==> config.mk <==
export PLATFORM = sky130hd
export DESIGN_NAME = arp_resolver_with_timed_cache_core
export DESIGN_NICKNAME = d
export VERILOG_FILES = /design/src/hw/rtl/arc_pkg.sv /design/src/hw/rtl/arc_scan_unit.sv /design/src/hw/rtl/arc_out_stage.sv /design/src/hw/rtl/arp_resolver_with_timed_cache_core.sv
export SDC_FILE = /design/constraint.sdc
export NUM_CORES = 2
export LEC_CHECK = 0
export BUFFER_PORTS_ARGS = -buffer_cell sky130_fd_sc_hd__buf_4
export CAP_MARGIN = 20
export CORE_MARGIN = 2
export CORE_UTILIZATION = 55
export CTS_CLUSTER_DIAMETER = 100
export DETAILED_ROUTE_END_ITERATION = 12
export GPL_TIMING_DRIVEN = 0
export PLACE_DENSITY = 0.74
export SKIP_LAST_GASP = 1
export SLEW_MARGIN = 20
export SYNTH_ARGS = -nofsm -noshare
export SYNTH_HDL_FRONTEND = slang
export SYNTH_SLANG_ARGS = --single-unit
==> constraint.sdc <==
create_clock -name clock -period 11.98 [get_ports clock]
set_input_delay 1.797 -clock clock [delete_from_list [all_inputs] [get_ports clock]]
set_output_delay 1.797 -clock clock [all_outputs]
set_load 0.005 [all_outputs]
==> src/hw/rtl/arc_pkg.sv <==
// Shared types, codes and constants of the ARP resolution cache.
package arc_pkg;

   localparam int CACHE_ENTRIES_DEF = 16;
   localparam int REQUEST_ENTRIES_DEF = 16;
   localparam int HELD_ENTRIES_DEF = 16;

   localparam int MAX_RESULTS = 16;
   localparam int CNT_W = $clog2(MAX_RESULTS + 1);

   localparam int MAC_W = 48;
   localparam int IP_W = 32;
   localparam int TMR_W = 20;
   localparam int HDL_W = 16;
   localparam int ETYPE_W = 16;
   localparam int OPCODE_W = 16;
   localparam int CMD_W = 2;
   localparam int KIND_W = 3;
   localparam int CSR_IDX_W = 2;

   localparam int REQ_TDATA_W = 312;
   localparam int RSP_TDATA_W = 144;

   localparam logic [ETYPE_W-1:0] ETYPE_IPV4 = 16'h0800;
   localparam logic [ETYPE_W-1:0] ETYPE_ARP = 16'h0806;
   localparam logic [OPCODE_W-1:0] ARP_OP_REQUEST = 16'd1;
   localparam logic [OPCODE_W-1:0] ARP_OP_REPLY = 16'd2;
   localparam logic [MAC_W-1:0] BCAST_MAC = {MAC_W{1'b1}};
   localparam logic [TMR_W-1:0] LIFETIME_RESET = 20'd30000;
   localparam logic [TMR_W-1:0] HOLD_RESET = 20'd5000;

   typedef enum logic [CMD_W-1:0] {
      CMD_SEND = 2'd0,
      CMD_RECV = 2'd1,
      CMD_TICK = 2'd2,
      CMD_NONE = 2'd3
   } cmd_type;

   typedef enum logic [KIND_W-1:0] {
      KIND_IPV4_OUT = 3'd0,
      KIND_ARP_REQ = 3'd1,
      KIND_ARP_REPLY = 3'd2,
      KIND_DELIVER = 3'd3,
      KIND_DROP = 3'd4
   } kind_type;

   typedef enum logic [CSR_IDX_W-1:0] {
      CSR_OWN_MAC = 2'd0,
      CSR_OWN_IP = 2'd1,
      CSR_CACHE_LIFE = 2'd2,
      CSR_REQ_HOLD = 2'd3
   } csr_index_type;

   typedef enum logic [3:0] {
      ST_IDLE,
      ST_DECODE,
      ST_SEND_CACHE,
      ST_SEND_HELD,
      ST_SEND_REQ,
      ST_LEARN,
      ST_FLUSH,
      ST_AGE_CACHE,
      ST_AGE_REQ,
      ST_FINISH
   } fsm_state_type;

   typedef struct packed {
      kind_type kind;
      logic [MAC_W-1:0] dest_mac;
      logic [MAC_W-1:0] target_mac;
      logic [IP_W-1:0] target_addr;
      logic [HDL_W-1:0] handle;
   } result_type;

   typedef struct packed {
      logic [IP_W-1:0] ent_ip;
      logic [IP_W-1:0] key;
      logic [TMR_W-1:0] ent_timer;
      logic [TMR_W-1:0] ref_timer;
      logic [TMR_W-1:0] ms;
   } scan_in_type;

   typedef struct packed {
      logic ip_eq;
      logic timer_lt;
      logic [TMR_W-1:0] aged;
      logic aged_zero;
   } scan_out_type;

   typedef struct packed {
      logic push;
      logic fin;
   } stage_ctl_type;

   typedef struct packed {
      logic stall;
      logic pend_valid;
   } stage_sts_type;

endpackage

==> src/hw/rtl/arc_scan_unit.sv <==
// Shared compare and saturating subtract unit used by the table scans.
module arc_scan_unit (
   input  arc_pkg::scan_in_type  scan_in,
   output arc_pkg::scan_out_type scan_out
);
   import arc_pkg::*;

   logic gt_ms;

   always_comb begin
      gt_ms = scan_in.ent_timer > scan_in.ms;
      scan_out.ip_eq = scan_in.ent_ip == scan_in.key;
      scan_out.timer_lt = scan_in.ent_timer < scan_in.ref_timer;
      scan_out.aged = gt_ms ? (scan_in.ent_timer - scan_in.ms) : '0;
      scan_out.aged_zero = !gt_ms;
   end

endmodule

==> src/hw/rtl/arc_out_stage.sv <==
// Result staging: a pending slot that learns the last flag, then the output register.
module arc_out_stage (
   input  logic                             clock,
   input  logic                             reset,
   input  arc_pkg::stage_ctl_type           ctl,
   input  arc_pkg::result_type              res,
   output arc_pkg::stage_sts_type           sts,
   output logic                             rsp_tvalid,
   input  logic                             rsp_tready,
   // dest_mac, arp_target_mac, arp_target_addr, out_handle (lowest bit up)
   output logic [arc_pkg::RSP_TDATA_W-1:0]  rsp_tdata,
   // result_kind
   output logic [arc_pkg::KIND_W-1:0]       rsp_tuser,
   // last_result
   output logic                             rsp_tlast
);
   import arc_pkg::*;

   logic pend_valid_ff, pend_valid_in;
   result_type pend_ff;
   logic out_valid_ff, out_valid_in;
   result_type out_ff;
   logic out_last_ff;
   logic out_free, stall, load;

   always_comb begin
      out_free = !out_valid_ff || rsp_tready;
      stall = pend_valid_ff && !out_free && (ctl.push || ctl.fin);
      load = !stall && pend_valid_ff && (ctl.push || ctl.fin);
      out_valid_in = load || (out_valid_ff && !rsp_tready);
      pend_valid_in = pend_valid_ff;
      if (!stall) begin
         if (ctl.push) begin
            pend_valid_in = 1'b1;
         end else if (ctl.fin) begin
            pend_valid_in = 1'b0;
         end
      end
   end

   always_ff @(posedge clock) begin
      if (reset) begin
         pend_valid_ff <= 1'b0;
         out_valid_ff <= 1'b0;
      end else begin
         pend_valid_ff <= pend_valid_in;
         out_valid_ff <= out_valid_in;
      end
   end

   always_ff @(posedge clock) begin
      if (load) begin
         out_ff <= pend_ff;
         out_last_ff <= ctl.fin;
      end
      if (ctl.push && !stall) begin
         pend_ff <= res;
      end
   end

   assign sts.stall = stall;
   assign sts.pend_valid = pend_valid_ff;
   assign rsp_tvalid = out_valid_ff;
   assign rsp_tdata = {out_ff.handle, out_ff.target_addr, out_ff.target_mac, out_ff.dest_mac};
   assign rsp_tuser = out_ff.kind;
   assign rsp_tlast = out_last_ff;

endmodule

==> src/hw/rtl/arp_resolver_with_timed_cache_core.sv <==
// Top level of the ARP resolution engine: sequencer, tables and configuration.
// A send scans the cache, on a miss the held store, then with a free slot the requests;
// a tick ages the cache, then the requests; a learning receive scans the cache; a reply
// flush adds a held scan per flushed datagram plus an empty one if fewer than 16 go out.
// Throughput: one transaction at a time; req_tready is high only in the idle state, the
// entry-per-cycle scans set the rate, and a stalled result path adds its stall cycles.
// Reset: synchronous; clears all valid bits at once, so no clearing pass is needed.
module arp_resolver_with_timed_cache_core #(
   parameter int CACHE_ENTRIES = arc_pkg::CACHE_ENTRIES_DEF,
   parameter int REQUEST_ENTRIES = arc_pkg::REQUEST_ENTRIES_DEF,
   parameter int HELD_ENTRIES = arc_pkg::HELD_ENTRIES_DEF
) (
   input  logic                             clock,
   input  logic                             reset,
   input  logic                             req_tvalid,
   output logic                             req_tready,
   // next_hop_ip, datagram_handle, frame_dst_mac, frame_src_mac, frame_ether_type,
   // payload_ok, arp_opcode, arp_sender_mac, arp_sender_ip, arp_target_ip,
   // elapsed_ms (lowest bit up)
   input  logic [arc_pkg::REQ_TDATA_W-1:0]  req_tdata,
   // command
   input  logic [arc_pkg::CMD_W-1:0]        req_tuser,
   output logic                             rsp_tvalid,
   input  logic                             rsp_tready,
   // dest_mac, arp_target_mac, arp_target_addr, out_handle (lowest bit up)
   output logic [arc_pkg::RSP_TDATA_W-1:0]  rsp_tdata,
   // result_kind
   output logic [arc_pkg::KIND_W-1:0]       rsp_tuser,
   // last_result
   output logic                             rsp_tlast,
   input  logic                             csr_we,
   input  logic [arc_pkg::CSR_IDX_W-1:0]    csr_index,
   input  logic [arc_pkg::MAC_W-1:0]        csr_wdata
);
   import arc_pkg::*;

   localparam int CIW = (CACHE_ENTRIES > 1) ? $clog2(CACHE_ENTRIES) : 1;
   localparam int RIW = (REQUEST_ENTRIES > 1) ? $clog2(REQUEST_ENTRIES) : 1;
   localparam int HIW = (HELD_ENTRIES > 1) ? $clog2(HELD_ENTRIES) : 1;
   localparam int SIW_CR = (CIW > RIW) ? CIW : RIW;
   localparam int SIW = (SIW_CR > HIW) ? SIW_CR : HIW;
   localparam int OW = HIW;
   localparam int HCW = $clog2(HELD_ENTRIES + 1);

   // Configuration registers.
   logic [MAC_W-1:0] own_mac_ff;
   logic [IP_W-1:0] own_ip_ff;
   logic [TMR_W-1:0] life_ff;
   logic [TMR_W-1:0] hold_ff;

   // Latched transaction fields.
   cmd_type cmd_ff;
   logic [IP_W-1:0] hop_ff;
   logic [HDL_W-1:0] handle_ff;
   logic [MAC_W-1:0] dst_ff, src_ff, smac_ff;
   logic [ETYPE_W-1:0] etype_ff;
   logic ok_ff;
   logic [OPCODE_W-1:0] opcode_ff;
   logic [IP_W-1:0] sip_ff, tip_ff;
   logic [TMR_W-1:0] ms_ff;

   // Tables.
   logic cache_valid_ff [CACHE_ENTRIES];
   logic [IP_W-1:0] cache_ip_ff [CACHE_ENTRIES];
   logic [MAC_W-1:0] cache_mac_ff [CACHE_ENTRIES];
   logic [TMR_W-1:0] cache_timer_ff [CACHE_ENTRIES];
   logic request_valid_ff [REQUEST_ENTRIES];
   logic [IP_W-1:0] request_ip_ff [REQUEST_ENTRIES];
   logic [TMR_W-1:0] request_timer_ff [REQUEST_ENTRIES];
   logic held_valid_ff [HELD_ENTRIES];
   logic [IP_W-1:0] held_hop_ip_ff [HELD_ENTRIES];
   logic [HDL_W-1:0] held_handle_ff [HELD_ENTRIES];
   logic [OW-1:0] held_order_ff [HELD_ENTRIES];

   // Sequencer and scan state.
   fsm_state_type state_ff, state_in;
   logic [SIW-1:0] idx_ff, idx_in;
   logic match_fnd_ff, match_fnd_in;
   logic [SIW-1:0] match_idx_ff, match_idx_in;
   logic free_fnd_ff, free_fnd_in;
   logic [SIW-1:0] free_idx_ff, free_idx_in;
   logic [SIW-1:0] best_idx_ff, best_idx_in;
   logic [TMR_W-1:0] best_tmr_ff, best_tmr_in;
   logic [HCW-1:0] count_ff, count_in;
   logic [CNT_W-1:0] cnt_ff;
   logic [SIW-1:0] slot_n;

   logic [CIW-1:0] ci;
   logic [RIW-1:0] ri;
   logic [HIW-1:0] hi;
   logic cur_valid, cur_match, last_idx, restart, accept, scanning, flush_again;
   logic rx_filter, rx_deliver, rx_arp;

   scan_in_type scan_in;
   scan_out_type scan_out;
   stage_ctl_type stage_ctl;
   stage_sts_type stage_sts;
   result_type res;
   logic stall;

   // Actions of the current cycle.
   logic cache_wr, req_wr, held_wr, flush_rm, age_c, age_r;

   assign ci = idx_ff[CIW-1:0];
   assign ri = idx_ff[RIW-1:0];
   assign hi = idx_ff[HIW-1:0];
   assign req_tready = state_ff == ST_IDLE;
   assign accept = req_tvalid && req_tready;
   assign stall = stage_sts.stall;

   arc_scan_unit u_scan (
      .scan_in  (scan_in),
      .scan_out (scan_out)
   );

   arc_out_stage u_out (
      .clock      (clock),
      .reset      (reset),
      .ctl        (stage_ctl),
      .res        (res),
      .sts        (stage_sts),
      .rsp_tvalid (rsp_tvalid),
      .rsp_tready (rsp_tready),
      .rsp_tdata  (rsp_tdata),
      .rsp_tuser  (rsp_tuser),
      .rsp_tlast  (rsp_tlast)
   );

   // Receive classification from the latched frame.
   always_comb begin
      rx_filter = (dst_ff == own_mac_ff) || (dst_ff == BCAST_MAC);
      rx_deliver = rx_filter && (etype_ff == ETYPE_IPV4) && ok_ff;
      rx_arp = rx_filter && (etype_ff == ETYPE_ARP) && ok_ff && (tip_ff == own_ip_ff);
   end

   // Operand selection for the shared unit and the scan bookkeeping.
   always_comb begin
      scan_in = '0;
      cur_valid = 1'b0;
      last_idx = 1'b0;
      scanning = 1'b1;
      case (state_ff)
         ST_SEND_CACHE: begin
            scan_in.ent_ip = cache_ip_ff[ci];
            scan_in.key = hop_ff;
            cur_valid = cache_valid_ff[ci];
            last_idx = idx_ff == SIW'(CACHE_ENTRIES - 1);
         end
         ST_SEND_HELD: begin
            cur_valid = held_valid_ff[hi];
            last_idx = idx_ff == SIW'(HELD_ENTRIES - 1);
         end
         ST_SEND_REQ: begin
            scan_in.ent_ip = request_ip_ff[ri];
            scan_in.key = hop_ff;
            scan_in.ent_timer = request_timer_ff[ri];
            scan_in.ref_timer = best_tmr_ff;
            cur_valid = request_valid_ff[ri];
            last_idx = idx_ff == SIW'(REQUEST_ENTRIES - 1);
         end
         ST_LEARN: begin
            scan_in.ent_ip = cache_ip_ff[ci];
            scan_in.key = sip_ff;
            scan_in.ent_timer = cache_timer_ff[ci];
            scan_in.ref_timer = best_tmr_ff;
            cur_valid = cache_valid_ff[ci];
            last_idx = idx_ff == SIW'(CACHE_ENTRIES - 1);
         end
         ST_FLUSH: begin
            // Age rank goes through the timer comparator, zero extended.
            scan_in.ent_ip = held_hop_ip_ff[hi];
            scan_in.key = sip_ff;
            scan_in.ent_timer = TMR_W'(held_order_ff[hi]);
            scan_in.ref_timer = best_tmr_ff;
            cur_valid = held_valid_ff[hi];
            last_idx = idx_ff == SIW'(HELD_ENTRIES - 1);
         end
         ST_AGE_CACHE: begin
            scan_in.ent_timer = cache_timer_ff[ci];
            scan_in.ms = ms_ff;
            cur_valid = cache_valid_ff[ci];
            last_idx = idx_ff == SIW'(CACHE_ENTRIES - 1);
         end
         ST_AGE_REQ: begin
            scan_in.ent_timer = request_timer_ff[ri];
            scan_in.ms = ms_ff;
            cur_valid = request_valid_ff[ri];
            last_idx = idx_ff == SIW'(REQUEST_ENTRIES - 1);
         end
         default: begin
            scanning = 1'b0;
         end
      endcase
      cur_match = cur_valid && scan_out.ip_eq;

      match_fnd_in = match_fnd_ff;
      match_idx_in = match_idx_ff;
      free_fnd_in = free_fnd_ff;
      free_idx_in = free_idx_ff;
      best_idx_in = best_idx_ff;
      best_tmr_in = best_tmr_ff;
      count_in = count_ff + HCW'(cur_valid);
      if (state_ff == ST_FLUSH) begin
         // Oldest held datagram for the replying hop.
         if (cur_match && (!match_fnd_ff || scan_out.timer_lt)) begin
            match_fnd_in = 1'b1;
            match_idx_in = idx_ff;
            best_tmr_in = scan_in.ent_timer;
         end
      end else begin
         if (cur_match && !match_fnd_ff) begin
            match_fnd_in = 1'b1;
            match_idx_in = idx_ff;
         end
         if (!cur_valid && !free_fnd_ff) begin
            free_fnd_in = 1'b1;
            free_idx_in = idx_ff;
         end
         // Eviction candidate: smallest remaining time, lowest index on a tie.
         if ((idx_ff == '0) || scan_out.timer_lt) begin
            best_idx_in = idx_ff;
            best_tmr_in = scan_in.ent_timer;
         end
      end
      if (match_fnd_in) begin
         slot_n = match_idx_in;
      end else if (free_fnd_in) begin
         slot_n = free_idx_in;
      end else begin
         slot_n = best_idx_in;
      end
   end

   // Next state.
   always_comb begin
      state_in = state_ff;
      case (state_ff)
         ST_IDLE: begin
            if (req_tvalid) begin
               state_in = ST_DECODE;
            end
         end
         ST_DECODE: begin
            case (cmd_ff)
               CMD_SEND: state_in = ST_SEND_CACHE;
               CMD_RECV: state_in = rx_arp ? ST_LEARN : ST_FINISH;
               CMD_TICK: state_in = ST_AGE_CACHE;
               default: state_in = ST_FINISH;
            endcase
         end
         ST_SEND_CACHE: begin
            if (cur_match) begin
               state_in = ST_FINISH;
            end else if (last_idx) begin
               state_in = ST_SEND_HELD;
            end
         end
         ST_SEND_HELD: begin
            if (last_idx) begin
               state_in = free_fnd_in ? ST_SEND_REQ : ST_FINISH;
            end
         end
         ST_SEND_REQ: begin
            if (last_idx) begin
               state_in = ST_FINISH;
            end
         end
         ST_LEARN: begin
            if (last_idx) begin
               state_in = (opcode_ff == ARP_OP_REPLY) ? ST_FLUSH : ST_FINISH;
            end
         end
         ST_FLUSH: begin
            if (last_idx && !flush_again) begin
               state_in = ST_FINISH;
            end
         end
         ST_AGE_CACHE: begin
            if (last_idx) begin
               state_in = ST_AGE_REQ;
            end
         end
         ST_AGE_REQ: begin
            if (last_idx) begin
               state_in = ST_FINISH;
            end
         end
         ST_FINISH: state_in = ST_IDLE;
         default: state_in = ST_IDLE;
      endcase
   end

   // Actions and result formation.
   always_comb begin
      res = '0;
      stage_ctl = '0;
      cache_wr = 1'b0;
      req_wr = 1'b0;
      held_wr = 1'b0;
      flush_rm = 1'b0;
      age_c = 1'b0;
      age_r = 1'b0;
      flush_again = 1'b0;
      case (state_ff)
         ST_DECODE: begin
            if (cmd_ff == CMD_RECV && rx_deliver) begin
               stage_ctl.push = 1'b1;
               res.kind = KIND_DELIVER;
               res.handle = handle_ff;
            end
         end
         ST_SEND_CACHE: begin
            if (cur_match) begin
               stage_ctl.push = 1'b1;
               res.kind = KIND_IPV4_OUT;
               res.dest_mac = cache_mac_ff[ci];
               res.handle = handle_ff;
            end
         end
         ST_SEND_HELD: begin
            if (last_idx) begin
               if (free_fnd_in) begin
                  held_wr = 1'b1;
               end else begin
                  stage_ctl.push = 1'b1;
                  res.kind = KIND_DROP;
                  res.handle = handle_ff;
               end
            end
         end
         ST_SEND_REQ: begin
            if (last_idx && !match_fnd_in) begin
               req_wr = 1'b1;
               stage_ctl.push = 1'b1;
               res.kind = KIND_ARP_REQ;
               res.dest_mac = BCAST_MAC;
               res.target_addr = hop_ff;
            end
         end
         ST_LEARN: begin
            if (last_idx) begin
               cache_wr = 1'b1;
               if (opcode_ff == ARP_OP_REQUEST) begin
                  stage_ctl.push = 1'b1;
                  res.kind = KIND_ARP_REPLY;
                  res.dest_mac = src_ff;
                  res.target_mac = smac_ff;
                  res.target_addr = sip_ff;
               end
            end
         end
         ST_FLUSH: begin
            if (last_idx && match_fnd_in) begin
               flush_rm = 1'b1;
               stage_ctl.push = 1'b1;
               res.kind = KIND_IPV4_OUT;
               res.dest_mac = smac_ff;
               res.handle = held_handle_ff[match_idx_in[HIW-1:0]];
               flush_again = cnt_ff != CNT_W'(MAX_RESULTS - 1);
            end
         end
         ST_AGE_CACHE: age_c = 1'b1;
         ST_AGE_REQ: age_r = 1'b1;
         ST_FINISH: stage_ctl.fin = 1'b1;
         default: begin
         end
      endcase
   end

   assign restart = (state_in != state_ff) || flush_again;
   assign idx_in = (restart || !scanning) ? '0 : idx_ff + SIW'(1);

   // Control registers.
   always_ff @(posedge clock) begin
      if (reset) begin
         state_ff <= ST_IDLE;
         idx_ff <= '0;
         match_fnd_ff <= 1'b0;
         free_fnd_ff <= 1'b0;
         count_ff <= '0;
         cnt_ff <= '0;
      end else if (!stall) begin
         state_ff <= state_in;
         idx_ff <= idx_in;
         if (restart) begin
            match_fnd_ff <= 1'b0;
            free_fnd_ff <= 1'b0;
            count_ff <= '0;
         end else begin
            match_fnd_ff <= match_fnd_in;
            free_fnd_ff <= free_fnd_in;
            count_ff <= count_in;
         end
         if (accept) begin
            cnt_ff <= '0;
         end else if (stage_ctl.push) begin
            cnt_ff <= cnt_ff + CNT_W'(1);
         end
      end
   end

   // Scan payload registers.
   always_ff @(posedge clock) begin
      if (!stall) begin
         if (restart) begin
            best_tmr_ff <= '0;
         end else begin
            best_tmr_ff <= best_tmr_in;
         end
         match_idx_ff <= match_idx_in;
         free_idx_ff <= free_idx_in;
         best_idx_ff <= best_idx_in;
      end
   end

   // Transaction latch.
   always_ff @(posedge clock) begin
      if (accept) begin
         cmd_ff <= cmd_type'(req_tuser);
         hop_ff <= req_tdata[31:0];
         handle_ff <= req_tdata[47:32];
         dst_ff <= req_tdata[95:48];
         src_ff <= req_tdata[143:96];
         etype_ff <= req_tdata[159:144];
         ok_ff <= req_tdata[160];
         opcode_ff <= req_tdata[176:161];
         smac_ff <= req_tdata[224:177];
         sip_ff <= req_tdata[256:225];
         tip_ff <= req_tdata[288:257];
         ms_ff <= req_tdata[308:289];
      end
   end

   // Configuration writes.
   always_ff @(posedge clock) begin
      if (reset) begin
         own_mac_ff <= '0;
         own_ip_ff <= '0;
         life_ff <= LIFETIME_RESET;
         hold_ff <= HOLD_RESET;
      end else if (csr_we) begin
         case (csr_index_type'(csr_index))
            CSR_OWN_MAC: own_mac_ff <= csr_wdata;
            CSR_OWN_IP: own_ip_ff <= csr_wdata[IP_W-1:0];
            CSR_CACHE_LIFE: life_ff <= csr_wdata[TMR_W-1:0];
            CSR_REQ_HOLD: hold_ff <= csr_wdata[TMR_W-1:0];
            default: begin
            end
         endcase
      end
   end

   // Valid bits; an aged entry that reaches zero drops out.
   always_ff @(posedge clock) begin
      if (reset) begin
         for (int i = 0; i < CACHE_ENTRIES; i++) begin
            cache_valid_ff[i] <= 1'b0;
         end
         for (int i = 0; i < REQUEST_ENTRIES; i++) begin
            request_valid_ff[i] <= 1'b0;
         end
         for (int i = 0; i < HELD_ENTRIES; i++) begin
            held_valid_ff[i] <= 1'b0;
         end
      end else if (!stall) begin
         if (cache_wr) begin
            cache_valid_ff[slot_n[CIW-1:0]] <= 1'b1;
         end
         if (age_c && cache_valid_ff[ci] && scan_out.aged_zero) begin
            cache_valid_ff[ci] <= 1'b0;
         end
         if (req_wr) begin
            request_valid_ff[slot_n[RIW-1:0]] <= 1'b1;
         end
         if (age_r && request_valid_ff[ri] && scan_out.aged_zero) begin
            request_valid_ff[ri] <= 1'b0;
         end
         if (held_wr) begin
            held_valid_ff[free_idx_in[HIW-1:0]] <= 1'b1;
         end
         if (flush_rm) begin
            held_valid_ff[match_idx_in[HIW-1:0]] <= 1'b0;
         end
      end
   end

   // Table contents.
   always_ff @(posedge clock) begin
      if (!stall) begin
         if (cache_wr) begin
            cache_ip_ff[slot_n[CIW-1:0]] <= sip_ff;
            cache_mac_ff[slot_n[CIW-1:0]] <= smac_ff;
            cache_timer_ff[slot_n[CIW-1:0]] <= life_ff;
         end
         if (age_c && cache_valid_ff[ci]) begin
            cache_timer_ff[ci] <= scan_out.aged;
         end
         if (req_wr) begin
            request_ip_ff[slot_n[RIW-1:0]] <= hop_ff;
            request_timer_ff[slot_n[RIW-1:0]] <= hold_ff;
         end
         if (age_r && request_valid_ff[ri]) begin
            request_timer_ff[ri] <= scan_out.aged;
         end
         if (held_wr) begin
            held_hop_ip_ff[free_idx_in[HIW-1:0]] <= hop_ff;
            held_handle_ff[free_idx_in[HIW-1:0]] <= handle_ff;
            held_order_ff[free_idx_in[HIW-1:0]] <= count_in[OW-1:0];
         end
         if (flush_rm) begin
            // Keep the age ranks compact after removing the flushed datagram.
            for (int i = 0; i < HELD_ENTRIES; i++) begin
               if (held_valid_ff[i] && (held_order_ff[i] > best_tmr_in[OW-1:0])) begin
                  held_order_ff[i] <= held_order_ff[i] - OW'(1);
               end
            end
         end
      end
   end

   // A new transaction must find the result staging empty.
   a_idle_drained: assert property (@(posedge clock) disable iff (reset)
      accept |-> !stage_sts.pend_valid)
      else $error("transaction accepted with a result still pending");

   // One transaction never causes more results than the limit.
   a_result_limit: assert property (@(posedge clock) disable iff (reset)
      cnt_ff <= CNT_W'(MAX_RESULTS))
      else $error("result count past the limit");

   // A held datagram only goes into a free slot.
   a_held_free: assert property (@(posedge clock) disable iff (reset)
      (held_wr && !stall) |-> !held_valid_ff[free_idx_in[HIW-1:0]])
      else $error("held datagram overwrote a live entry");

   // Finishing returns the block to accepting transactions.
   a_finish_idle: assert property (@(posedge clock) disable iff (reset)
      (state_ff == ST_FINISH && !stall) |=> req_tready)
      else $error("sequencer did not return to idle");

endmodule

; Yosys cells after proc, flatten, opt, wreduce, memory -nomap -nowiden
; Memories as Yosys holds them, arrays and structs flattened. A register that Yosys moved wholly into a read port is not among the register bits.
; Index checks and enable logic that the tools add are counted.
[totals]
ramBits = 3312
memories = 11
input_bits = 369
out_inout_bits = 150
regBits = 780
[memory_table]
columns = memory, words, width, rd, rd_clocked_by_memory_dff, write_ports, line
row1 = cache_mac_ff, 16, 48, 1, 1, 1, arp_resolver_with_timed_cache_core.sv:65  ; logic [MAC_W-1:0] cache_mac_ff [CACHE_ENTRIES];
row2 = cache_ip_ff, 16, 32, 1, 1, 1, arp_resolver_with_timed_cache_core.sv:64  ; logic [IP_W-1:0] cache_ip_ff [CACHE_ENTRIES];
row3 = held_hop_ip_ff, 16, 32, 1, 1, 1, arp_resolver_with_timed_cache_core.sv:71  ; logic [IP_W-1:0] held_hop_ip_ff [HELD_ENTRIES];
row4 = request_ip_ff, 16, 32, 1, 1, 1, arp_resolver_with_timed_cache_core.sv:68  ; logic [IP_W-1:0] request_ip_ff [REQUEST_ENTRIES];
row5 = cache_timer_ff, 16, 20, 1, 1, 1, arp_resolver_with_timed_cache_core.sv:66  ; logic [TMR_W-1:0] cache_timer_ff [CACHE_ENTRIES];
row6 = request_timer_ff, 16, 20, 1, 1, 1, arp_resolver_with_timed_cache_core.sv:69  ; logic [TMR_W-1:0] request_timer_ff [REQUEST_ENTRIES];
row7 = +5 memories, --, --, --, --, --, --
[classes]
n_eq_ne = 26
n_reduce_logical = 90
bitwise = 1
n_addsub = 20
muxes = 231
magnitude_cmp = 18
[op_table]
columns = operator, n
row1 = 64-bit case mux with 4 select lines, 1
row2 = 4-bit two-way mux, 51
row3 = 48-bit case mux with 4 select lines, 1
row4 = 20-bit two-way mux, 8
row5 = 1-bit two-way mux, 145
row6 = 131-bit two-way mux, 1
row7 = 130-bit two-way mux, 1
row8 = 48-bit two-way mux, 2
row9 = 16-bit two-way mux, 5
row10 = 32-bit equality test, 2
row11 = 4-bit greater-than comparator, 16
row12 = 16-bit case mux with 4 select lines, 1
row13 = 32-bit case mux with 2 select lines, 1
row14 = "4-bit by 1-bit subtractor with 4-bit output, second input constant", 16
row15 = 20-bit case mux with 3 select lines, 1
row16 = 49-bit two-way mux, 1
row17 = 48-bit equality test, 1
row18 = "48-bit equality test, second input constant", 1
row19 = 1-bit logical AND, 40
row20 = 20-bit OR reduction, 2
row21 = "16-bit by 12-bit equality test with 1-bit output, second input constant", 2
row22 = 32-bit two-way mux, 1
row23 = 4-bit case mux with 8 select lines, 1
row24 = 20-bit greater-than comparator, 1
row25 = 37 further kinds, 84

; Depth between registers and ports, before layout
[logic_depth]
depth_word = 21
mapped_depth = 30
mapped_depth_nobuf = 22

; Hierarchy
; A second synthesis with hierarchy kept.
[unflattened]
cells_unflattened = 8159
hier_area_um2 = 161092.0
[by_module_without_submodules]
columns = module, area_per_inst_um2, cells_each, instances
row1 = arp_resolver_with_timed_cache_core, 149975.1, 7549, 1
row2 = arc_out_stage, 8981.1, 309, 1
row3 = arc_scan_unit, 2135.8, 301, 1

; Worst setup path after synthesis
; No wires, ideal clock.
[synth_timing]
path_type = register to register
startpoint = register (tool-made name)
endpoint = memory cache_ip_ff[4][0] (enable)
n_path_buf = 10
path_slack_ps = 1574
stages_incl_launch_ff = 28
arrival_ps = 9887
cell_sequence = dfxtp_1 -> buf_6 -> buf_6 -> buf_6 -> buf_6 -> buf_6 -> buf_4 -> buf_4 -> buf_1 -> clkbuf_1 -> mux4_2 -> mux4_2 -> a32o_1 -> ha_1 -> a21o_1 -> a21o_1 -> a221oi_1 -> o21ai_0 -> a211o_1 -> nor2_1 -> nand2_1 -> o31ai_2 -> o21ai_1 -> o21ai_0 -> nand2b_1 -> clkbuf_1 -> nand2b_1 -> nor2_1
[synth_rtl]
columns = element, line
row1 = "end, declared", arp_resolver_with_timed_cache_core.sv:64

==> results.yml <==
run_status:
  outcome: "complete, no violations"
yosys:
  async_flop_share_pct: 0
  netlist_top_cells_count: "3,950 x sky130_fd_sc_hd__edfxtp_1, 802 x sky130_fd_sc_hd__mux4_2, 501 x sky130_fd_sc_hd__nand2_1"
  synth_largest_type_area_fraction_pct: 73.68
  synth_cells: 8261
  synth.ff_latch_count: 4095
  postSynthNetCount: 8754
  post_synth.cell_area_avg_um2: 19.49
  yosys.cell_count.top_type: "sky130_fd_sc_hd__edfxtp_1"
  post_synth_num_cell_types: 99
  synth_warnings: 0
  netlist_area_um2: 161000
  synth_area_leaders: "sky130_fd_sc_hd__edfxtp_1 74%, sky130_fd_sc_hd__mux4_2 11%, sky130_fd_sc_hd__mux2i_1 2.0%, sky130_fd_sc_hd__dfxtp_1 1.8%, sky130_fd_sc_hd__nand2_1 1.2%"
  yosysSeqAreaShare_pct: 75.48
  ys.flop_type: "sky130_fd_sc_hd__edfxtp_1"
  yosysTopAreaCell: "sky130_fd_sc_hd__edfxtp_1"
  synth_enable_flop_cells: 3950
global_routing:
  grt_max_degree: 103
  groute.layer.met2.usage_pct: 54.01
  global_route.peak_usage_layer: "met2"
  initial_antenna_violation_count: 33
  grtUsageMet1_pct: 46.23
  track_usage_pct: 36.53
  overflow_left_after_global_routing: 0
  grt.met3_usage_pct: 11.25
  first_pass_grt_wire_length_um: 735200
  first_global_vias: 91370
placed_design:
  dpl.hpwl_um: 371400
  placedInstanceArea_um2: 176200
  place_ws_ps: -438.4
  gp_routability_congestion: 0.9973
  port_buffers: 515
clock_network:
  clk_pin_slew_ps: 60
  worst_skew_pair.late_latency_ps: 1030
  number_of_levels_in_the_clock_h_tree: 5
  clk_root_buffer_cell: "sky130_fd_sc_hd__clkbuf_16"
  clock_tree.buffer_depth: 4
  cts.sinks: 4095
  cts_tree: "built"
  cts_made_buffers: 409
drt:
  detailroute.via_count: 94700
  detail-route-antenna-nets: 0
  routedWlPerCell_um: 39.65
  route.final.wire_length_um: 546300
  routed_via_density: 6.874
  drt_first_pass_iters: 9
  drc_errors: 0
  detailedRoute.firstIterationViolations: 15880
power_and_ir_drop:
  power.ir.vdd_worst_uv: 143.2
  power_leakage_nw: 60.52
  pwr_density_cell_nw_per_um2: 172.8
  switching_share_pct: 24.83
  p_clk_share_pct: 39.9
  intPower_mw: 24.74
  power_frac_seq_pct: 51.1
  comb_power_share_pct: 9.0
  power.net_switching_mw: 8.172
flow_run:
  cap_viol_max_count: 0
timing:
  fin_worst_hold_slack_ps: 412.6
  fin_crit_sh_pct: 99.25
  timing.setup.tns_ps: 0
  finalHoldViolations: 0
  tightest_slew_ps: 1346
  final-setup-viol-count: 0
  finalCriticalPeriod_ps: 11890
  postLayoutSetupSlackWorst_ps: 89.97
  final_max_slew_viol_count: 0
  unrepaired_setup_endpoints_after_global_routing: "no"
  fmax_ghz: 0.08410
  max-slew-margin-rel_pct: 9.412
  clock_skew_ps: 87.90
floorplanning:
  design.portCount: 519
  standard_cell_core_area_um2: 291100
  die_height_um: 545.0
  std_cell_rows: 198
  starting_density_pct: 55.31
  fp.dieW_um: 545.0
  dieArea_um2: 297100
setup_path:
  cp_max_fo: 16
  timing.critical_path.mode_cell: "sky130_fd_sc_hd__buf_2"
  crit_arrival_ps: 12580
  worst_setup_path_end_kind: "flop"
  r2r_end: "cache_ip_ff[7][7]"
  crit_required_ps: 12670
  worst_setup_path_type: "flop to flop"
  slowest_delay_ps: 790
  critical_path.startpoint_type: "flop"
  r2r.worst_path.cells: 30
  timing.critical_path.slowest_stage_cell: "sky130_fd_sc_hd__clkbuf_1"
  critPathBufInv: 14
  regToRegSetupSlack_ps: 90
  crit_family: "buffers and inverters"
worst_hold_path:
  min-delay-start: "u_out.pend_ff[56]"
  holdPathEnd: "u_out.rsp_tdata[56]"
  cell_count_of_the_worst_hold_path: 0
  min_path_type: "flop to flop"
final_layout:
  final_layout_size_suffix_gt1_share_pct: 26.63
  fillCellCount: 18680
  finalNetCount: 9992
  area_delta_synth_final_pct: 18.30
  final_area_um2: 190500
[how the worst max path moves through the flow]
stage	from	end	slack [ps]	cells past startpoint
after global routing	flop	cache_ip_ff[7][26]	90	31
after CTS	flop	cache_ip_ff[6][26]	30	31
after global placement	flop	cache_mac_ff[1][33]	-8300	23
after floorplan	flop	cache_ip_ff[4][0]	1570	27
after detailed placement	flop	cache_ip_ff[6][29]	-440	31
final	flop	cache_ip_ff[7][7]	90	30
[placed cells by master (no fill, tap or decap), types with 120 or more instances in the layout]
cell type,Yosys,layout
sky130_fd_sc_hd__a21oi_1,228,225
sky130_fd_sc_hd__buf_12,1,120
sky130_fd_sc_hd__buf_4,38,609
sky130_fd_sc_hd__clkbuf_1,216,275
sky130_fd_sc_hd__clkbuf_16,0,414
sky130_fd_sc_hd__dfxtp_1,145,145
sky130_fd_sc_hd__edfxtp_1,3950,3950
sky130_fd_sc_hd__ha_1,123,123
sky130_fd_sc_hd__mux2i_1,329,325
sky130_fd_sc_hd__mux4_2,802,802
sky130_fd_sc_hd__nand2_1,501,500
sky130_fd_sc_hd__nor2_1,235,157
sky130_fd_sc_hd__o21ai_0,157,136
[kinds of logic after synthesis]
family | share of synthesized area, %
flip-flops | 75.48
adder cells (fa/ha/maj) | 0.9816
buffers and inverters | 1.569
AO/OA/AOI/OAI | 4.093
XOR/XNOR | 0.8269
multiplexers | 13.41
AND/OR/NAND/NOR | 3.637
[layer usage]
layer,up-vias,share of wire [%]
met2,8326,44
li1,36380,-
met3,1782,14
met1,48200,33
met4,16,8.8
met5,-,0.027
[timing repair]
action | 4_1_cts | 5_1_grt
gates resized for setup | 10 | 4
hold buffers | 0 | 0
setup buffers | 0 | 1
pin swaps | 0 | 1
setup endpoints to repair | 401 | 320
[through the flow]
stage               utilization (%)  power (mW)  instances
floorplan                         -       18.40       8261
global route                  65.41       33.51      13760
finish                        65.43       32.91      13780
detailed placement            60.55       19.88      12960
CTS                           65.25       32.72      13730
global placement              58.31       19.76      12680
[power groups by stage]
stage                     combinational, mW  sequential [mW]  clock (mW)
after floorplan                        1.50             16.9           0
after global placement                 2.50             17.3           0
after detailed placement               2.72             17.2           0
after CTS                              2.74             16.9        13.1
after global routing                   3.04             16.8        13.7
final                                  2.96             16.8        13.1
[sequential cells by signal, summed over array words and instances, names as in the netlist, 32 cells and up, named ones only]
name              count
own_ip_ff            32
held_hop_ip_ff      512
u_out.rsp_tdata     144
sip_ff               32
request_ip_ff       512
cache_mac_ff        768
held_handle_ff      256
cache_timer_ff      320
own_mac_ff           48
cache_ip_ff         512
dst_ff               48
smac_ff              48
u_out.pend_ff       147
src_ff               48
hop_ff               32
request_timer_ff    320
tip_ff               32
held_order_ff        64
[area by class of cell]
cell class	instances	area [um2]	area share (%)
Sequential cell	4095	121500	63.81
Timing Repair Buffer	828	9849	5.172
Clock inverter	258	2898	1.522
Antenna cell	21	52.55	0.02759
Clock buffer	510	10780	5.660
Tap cell	3900	4880	2.562
Inverter	119	466.7	0.2451
Multi-Input combinational cell	3624	37840	19.87
Buffer	422	2163	1.136
No activity file was read; power rests on OpenSTA's default activity.
